<file path="src/hdl/sacwt_ram.sv">
`timescale 1ns / 1ps
// Generic single-port synchronous RAM with registered read data.
module sacwt_ram #(
  parameter int unsigned Width = 8,
  parameter int unsigned Depth = 16
) (
  input  logic                     clk_i,
  input  logic                     we_i,
  input  logic [$clog2(Depth)-1:0] addr_i,
  input  logic [Width-1:0]         wdata_i,
  output logic [Width-1:0]         rdata_o
);
  logic [Width-1:0] mem_q [Depth];

  always_ff @(posedge clk_i) begin
    if (we_i) mem_q[addr_i] <= wdata_i;
    rdata_o <= mem_q[addr_i];
  end
endmodule

</file>
<file path="config.mk">
export PLATFORM = sky130hd
export DESIGN_NAME = sacwt_ram
export DESIGN_NICKNAME = d
export VERILOG_FILES = /design/src/hdl/sacwt_ram.sv
export SDC_FILE = /design/constraint.sdc
export NUM_CORES = 1
export LEC_CHECK = 0
export ABC_CLOCK_PERIOD_IN_PS = 2000
export BUFFER_PORTS_ARGS = -buffer_cell sky130_fd_sc_hd__buf_2
export CORE_MARGIN = 10
export CORE_UTILIZATION = 60
export DETAILED_ROUTE_END_ITERATION = 8
export GPL_ROUTABILITY_DRIVEN = 0
export GPL_TIMING_DRIVEN = 0
export PLACE_DENSITY = 0.9
export SETUP_SLACK_MARGIN = 0.3
export SLEW_MARGIN = 20
export SYNTH_ARGS = -nofsm -noshare
export SYNTH_HDL_FRONTEND = slang
export SYNTH_SLANG_ARGS = --single-unit
export TNS_END_PERCENT = 10
</file>
<file path="constraint.sdc">
create_clock -name clk_i -period 2 [get_ports clk_i]
set_input_delay 0 -clock clk_i [delete_from_list [all_inputs] [get_ports clk_i]]
set_output_delay 0 -clock clk_i [all_outputs]
set_load 0.005 [all_outputs]
</file>
After elaboration in Yosys (flattened, before gate mapping) --
Memory sizes are Yosys's and may differ from the RTL's. A register that Yosys moved wholly into a read port is not among the register bits. Cells that the tools add are included.
Word-level totals: word-level logic and storage cells 3, bits in registers 0, RAM bits 128, memories 1, output and inout port bits 8
Operators by class: mux-type cells 2
Memory list:
- mem_q | words 16, bits a word 8, rd ports 1, clocked after Yosys merged registers in 1, write ports 1, line 13 | logic [Width-1:0] mem_q [Depth];
Operator list (count):
- two-way mux 1 bit | 2

Longest topological paths before layout --
Gate-level depths: netlist (run 1).
depth after elaboration 2, gate-level depth with buffers 5, depth with buffers taken out 3

Worst setup path before layout (run 1) --
No wires, ideal clock.
path kind input to register, from input port addr_i[2], to memory mem_q[0][0], enable pin, arrival 1110 ps, stages on the path 2, slack 507 ps, data required time 1617 ps, cells stage by stage or3b_2 nor3_1
RTL lines:
- from (decl) | line 9 | input logic [$clog2(Depth)-1:0] addr_i,
- to (decl) | line 13
No word-level cell before the write port.

Worst setup path in the final report (run 1) --
from input port addr_i[1], to memory mem_q[11][5], enable pin
No word-level cell before the write port.

==> out/results.ini, run 1 <==
[drt]
drc = 0
ant_nets = 0
wl_per_cell_um = 27.2
first_pass_iters = 5
vias = 2521
viasPerCell = 6.40
wl_um = 10700
drt_iter0_markers = 205

[place]
preCtsSetupSlack_ps = 7.63
placed_cell_area_sq_mm = 0.00530
dpl.hpwl_um = 5980
portBuffers = 19

[critical_path]
critPathMaxStageDelay_ps = 710
criticalPathCategory = primary input to register
end_kind = register
slowest_stage = nor2_1
start_kind = primary input
required_ps = 2150
arrival_ps = 1770
cp_max_fo = 10
r2r_slack_ps = 580
r2r-start = mem_q[9][5]$_DFFE_PP_
critPathLaunch = addr_i[1]
worstPathCellList = buf_2 -> buf_1 -> nand2_1 -> nor2_1
crit_family = simple AND/OR/NAND/NOR gates
cp_num_buf_inv = 2

[cells_and_area]
post-route-util_pct = 73.0
n_antenna_cell = 0
fin_nets = 290
finalInstanceArea_sq_mm = 0.00600
drive_gt1_share_pct = 32.2
area_growth_pct = 18.4
nFillCells = 439

[global_route]
grt_pass1_vias = 2643
grt-ovfl-total = 0
grt_max_degree = 17
grt_pass1_wl_um = 16300
grt.total_usage_pct = 18.0
antenna_found_initial = 0

[clock_tree]
cts.path.max_buffers = 2
cts_made_buffers = 17
cts_tree = done
clk_latency_ps = 530
clk_pin_slew_ps = 70
htree_levels = 4
post_cts_buffers = 0
cts_root_buffer = clkbuf_8
clock_sinks = 136
cts_resized = 0

[power]
clockPowerShare_pct = 47.3
power.density_mw_per_mm2 = 1110
p_comb_share_pct = 4.8
p_int_mw = 5.24
ir_worst_vdd_mv = 0.771
power.leakage_nw = 1.96
p_sw_share_pct = 21.5
pwr-share-seq_pct = 48.0
switching_power_mw = 1.44

[timing]
slew_headroom_pct = 43.0
period_share_pct = 81.1
tns_ps = 0
rsz0062_at_grt = no
fmax_ghz = 0.616
finalWorstSetupSlack_ps = 378
clock_skew_ps = 7.32
hold_violations = 0
worst_pin_slew_ps = 852
slew_viol_final = 0
setup_viol = 0
post-route-min-period_ps = 1620

[yosys]
async_reset_ff_share_pct = 0
ys_warn_count = 0
syn_avg_cell_area_sq_um = 22.0
yosysSeqAreaShare_pct = 79.0
syn-cell-area_sq_mm = 0.00507
syn-num-nets = 244
synthTopCellsByArea = edfxtp_1 76%, mux4_2 14%, dfxtp_1 3.2%
synth_top_area_share_pct = 75.9
ys_seq_elements = 136
ys.flop_type = edfxtp_1
synth.distinct_cells = 18
syn_inst = 230
synth_top_area_cell = edfxtp_1
synth_edf_count = 128

[worst_hold_path]
hp-class = primary input to register
min_from = addr_i[0]

[floorplanning]
rows = 33
die_w_um = 112
die-area_sq_mm = 0.0125
pin_count = 22
core-area_sq_mm = 0.00822
start_util_pct = 61.7
die_h_um = 112

[flow_run]
maxCapViolations = 0

[outcome]
outcome = finished clean

[synthesized netlist by cell type (4+ instances only)]
cell,count
a22oi_1,16
buf_1,4
nor2_1,13
edfxtp_1,128
dfxtp_1,8
nand2_1,9
nor3_1,4
mux4_2,32
[state kept, by name, indices dropped and copies added (netlist names)]
register,count
mem_q,128
rdata_o,8
[metal layers]
layer	routed length (um)	vias up	track usage [%]
li1	-	1057	-
met1	4130	1308	21.9
met2	5570	138	29.3
met3	803	18	5.85
met4	232	0	6.60
met5	0	-	0
[what timing repair did]
| action | in CTS | in global routing |
|---|---|---|
| endpoints found under the hold margin | 128 | 0 |
| endpoints found under the setup margin | 0 | 0 |
| hold buffers | 8 | 0 |
[power groups by stage]
stage	combinational, mW	clock [mW]	sequential [mW]
floorplan	0.164	0	3.26
global placement	0.281	0	3.26
detailed placement	0.296	0	3.26
CTS	0.315	3.17	3.21
global route	0.335	3.32	3.21
finish	0.318	3.16	3.21
[cell usage in the layout (no fill, tap or decap)]
cell type / count
mux4_2: 32
clkinvlp_4: 5
dfxtp_1: 8
buf_2: 21
bufinv_16: 3
clkbuf_1: 2
and2_1: 1
clkinv_4: 1
inv_8: 1
clkbuf_16: 16
nor3_2: 4
clkbuf_8: 1
dlygate4sd3_1: 8
clkbuf_2: 1
a22oi_1: 16
nor2_1: 13
nand3_1: 1
or3b_2: 1
nor2b_1: 2
buf_6: 2
nand3b_1: 2
edfxtp_1: 128
inv_6: 5
nand2_1: 9
buf_1: 4
nand2b_1: 2
[metrics by stage]
| step | power [mW] | hold slack [ps] | std cells |
|---|---|---|---|
| 6_report | 6.68 | 57.3 | 394 |
| 5_1_grt | 6.86 | 70.8 | 394 |
| 4_1_cts | 6.69 | 54.2 | 394 |
| 3_5_place_dp | 3.56 | 383 | 354 |
| 3_3_place_gp | 3.54 | 382 | 354 |
| 2_1_floorplan | 3.43 | 98.9 | 230 |
[worst paths after layout]
check,endpoint,depth (start not counted)
max,mem_q[11][5]$_DFFE_PP_,4
min,rdata_o[7]$_DFF_P_,4
max reg2reg,rdata_o[5]$_DFF_P_,3
min reg2reg,rdata_o[7]$_DFF_P_,3
[area by class of cell]
type                    count  area [sq um]  area share [%]
clock inverters            15           191            3.19
flip-flops and latches    136          4000            66.7
multi-input cells          83          1020            17.1
well taps                 105           131            2.19
plain buffers              11          60.1            1.00
repair buffers             27           175            2.92
clock buffers              17           414            6.90
[worst register-to-register path: stages (launching register included)]
cell and delay [ps]:
edfxtp_1 390, mux4_2 470, a22oi_1 360, nand2_1 80
[logic make-up (layout without fill, tap and decap cells)]
kind of cell           after synthesis  in the layout  synth area share, %
flip-flops                         136            136                 79.0
buffers and inverters               11             70                 1.19
multiplexers                        32             32                 14.2
AO/OA/AOI/OAI                       16             16                 2.37
AND/OR/NAND/NOR                     35             35                 3.21
Power figures use the tool's default switching activity.
==> run 2, diff against run 1 <==
Settings changed: ABC_AREA from default to 1, ABC_CLOCK_PERIOD_IN_PS 2000 to 1400, CORE_UTILIZATION 60 to 55, PLACE_DENSITY 0.9 to 0.87.
Clock period 2 ns to 1.4 ns, I/O delays scaled along.
==> out/results.ini, run 2 <==
[outcome]
outcome = finished clean

[clock_tree]
clk_latency_ps = 530  ; about the same
clk_pin_slew_ps = 60  ; about the same
cts.path.max_buffers = 2  ; unchanged
post_cts_buffers = 0  ; unchanged
cts_made_buffers = 17  ; unchanged
cts_tree = done
clock_sinks = 136  ; unchanged
cts_root_buffer = clkbuf_8
htree_levels = 4  ; unchanged

[cells_and_area]
most-common-layout-cells = 339 x nand2_1, 128 x edfxtp_1, 31 x buf_2
area_growth_pct = 20.4
final_common_cell = nand2_1
nFillCells = 650  ; +48%
register_area_sq_mm = 0.00400  ; unchanged
n_antenna_cell = 0  ; unchanged
drive_gt1_share_pct = 16.7  ; -16 points
largest_reg_flops = 128  ; unchanged
finalInstanceArea_sq_mm = 0.00674  ; +12%
post-route-util_pct = 68.6  ; -4.4 points
largestRegisters = mem_q x128, rdata_o x8
fin_nets = 613  ; +110%
multi_input_area_sq_mm = 0.00157  ; +54%
largest_register = mem_q

[global_route]
grt.total_usage_pct = 19.6  ; +1.6 points
grt_pass1_vias = 4080  ; +54%
grt-ovfl-total = 0  ; unchanged
grt_pass1_wl_um = 21500  ; +32%
antenna_found_initial = 0  ; unchanged
grt_max_degree = 17  ; unchanged

[yosys]
ys_seq_elements = 136  ; unchanged
syn-num-nets = 562  ; +130%
ys.flop_type = edfxtp_1
yosysMostFrequentCell = nand2_1
synth_top_area_cell = edfxtp_1
synth_edf_count = 128  ; unchanged
syn_inst = 548  ; +140%
ys_top_cells_by_count = 346 x nand2_1, 128 x edfxtp_1, 21 x inv_1, 18 x nor2_1, 12 x buf_2
synth_top_area_share_pct = 68.7  ; -7.1 points
syn-cell-area_sq_mm = 0.00559  ; +10%
yosysSeqAreaShare_pct = 71.6  ; -7.4 points
syn_avg_cell_area_sq_um = 10.2  ; -54%
async_reset_ff_share_pct = 0  ; unchanged
synthTopCellsByArea = edfxtp_1 69%, nand2_1 23%, dfxtp_1 2.9%
ys_warn_count = 0  ; unchanged
synth.distinct_cells = 11  ; -7

[power]
p_int_mw = 7.28  ; +39%
p_sw_share_pct = 23.3  ; +1.8 points
pwr-share-seq_pct = 48.2  ; +0.2 points
switching_power_mw = 2.21  ; +54%
ir_worst_vdd_mv = 0.636  ; -18%
power.leakage_nw = 2.84  ; +45%
power.density_mw_per_mm2 = 1410  ; +26%
p_comb_share_pct = 7.0  ; +2.2 points
clockPowerShare_pct = 44.8  ; -2.5 points

[timing]
setup_viol = 0  ; unchanged
clock_skew_ps = 6.88  ; -0.442 ps
slew_headroom_pct = 66.1  ; +23 points
fmax_ghz = 0.883
whs_ps = 16.6  ; -40.7 ps
hold_violations = 0  ; unchanged
period_share_pct = 80.9
rsz0062_at_grt = yes
slew_viol_final = 0  ; unchanged
finalWorstSetupSlack_ps = 267  ; -111 ps
worst_pin_slew_ps = 509  ; -343 ps
post-route-min-period_ps = 1130

[critical_path]
cp_max_fo = 1  ; -9
required_ps = 1820  ; -330 ps
crit_path_frequent_cell = nand2_1
crit_family = simple AND/OR/NAND/NOR gates
critPathMaxStageDelay_ps = 400  ; -310 ps
cp_num_buf_inv = 1  ; -1
criticalPathCategory = register to register
worstPathCellList = nand2_2 -> nand2_1 -> nand2_1 -> nand2_1 -> nand2_1 -> nand2_1 -> inv_1 -> nand2_1
end_kind = register
arrival_ps = 1550  ; -220 ps
start_kind = register
slowest_stage = edfxtp_1

[worst_hold_path]
hp-class = primary input to register

[drt]
wl_met3_um = 1420  ; +76%
ant_nets = 0  ; unchanged
wl_per_cell_um = 18.6  ; -32%
wl_met1_um = 5050  ; +22%
dr.max_layer_used = met4
drc = 0  ; unchanged
vias = 4136  ; +64%
wl_um = 13900  ; +29%
viasPerCell = 5.55  ; -13%
first_pass_iters = 8  ; +3
drt_iter0_markers = 532  ; +160%
met2WireLength_um = 6800  ; +22%

[floorplanning]
core-area_sq_mm = 0.00982  ; +20%
pin_count = 22  ; unchanged
die_w_um = 121  ; +8.0%
rows = 36  ; +9.1%
start_util_pct = 57.0  ; -4.7 points
die_h_um = 121  ; +8.0%
die-area_sq_mm = 0.0146  ; +17%

[place]
preCtsSetupSlack_ps = -179  ; -187 ps
placed_cell_area_sq_mm = 0.00602  ; +14%
portBuffers = 20  ; +1
dpl.hpwl_um = 8110  ; +36%

[flow_run]
maxCapViolations = 0  ; unchanged

-- run 2: worst register-to-register path, cell delays in order (launching register included) --
cell	delay, ps
edfxtp_1	400
nand2_2	100
nand2_1	80
nand2_1	90
nand2_1	80
nand2_1	70
nand2_1	80
inv_1	70
nand2_1	70
-- run 2: cell families (layout without fill, tap and decap cells) --
kind of cell,Yosys count,count (layout),synth area share [%]
buffers and inverters,44,108,3.62
DFF,136,136,71.6
and+or+nand+nor,368,368,24.8
-- run 2: repair_timing --
| item | CTS | global route |
|---|---|---|
| hold buffers | 12 | 0 |
| resized for setup | 0 | 9 |
| endpoints found under the hold margin | 135 | 0 |
| setup endpoints to repair | 0 | 36 |
-- run 2: through the flow --
step | std cells | power (mW) | setup TNS [ps]
3_5_place_dp | 701 | 5.25 | -8390
5_1_grt | 745 | 9.71 | 0
4_1_cts | 745 | 9.44 | 0
6_report | 745 | 9.49 | 0
2_1_floorplan | 548 | 5.01 | 0
3_3_place_gp | 701 | 5.22 | -5450
-- run 2: path summary, 6_finish.rpt --
| check | startpoint | endpoint | slack (ps) | depth (start not counted) |
|---|---|---|---|---|
| worst min-delay path | addr_i[3] | rdata_o[4]$_DFF_P_ | 20 | 6 |
| worst max-delay path | mem_q[7][5]$_DFFE_PP_ | rdata_o[5]$_DFF_P_ | 270 | 8 |
| worst min register to register | mem_q[12][4]$_DFFE_PP_ | rdata_o[4]$_DFF_P_ | 730 | 8 |
| worst max register to register | mem_q[7][5]$_DFFE_PP_ | rdata_o[5]$_DFF_P_ | 270 | 8 |
-- run 2: final cells by class --
type | count | area share, %
flip-flops and latches | 136 | 59.4
multi-input cells | 368 | 23.3
clock buffers | 17 | 6.15
repair buffers | 32 | 3.27
well taps | 133 | 2.47
clock inverters | 15 | 2.28
plain buffers | 21 | 1.78
inverters | 23 | 1.28
-- run 2: routing by layer --
metal,up-vias,track usage [%]
met4,0,12.0
met3,67,5.30
met5,-,0
li1,1862,-
met1,1905,22.6
met2,302,31.9
-- run 2: power groups by stage --
| stage | Combinational (mW) | Sequential, mW | Clock [mW] |
|---|---|---|---|
| after CTS | 0.628 | 4.58 | 4.24 |
| after floorplan | 0.349 | 4.66 | 0 |
| after detailed placement | 0.587 | 4.66 | 0 |
| after global placement | 0.569 | 4.66 | 0 |
| final | 0.661 | 4.58 | 4.25 |
| after global routing | 0.720 | 4.58 | 4.41 |
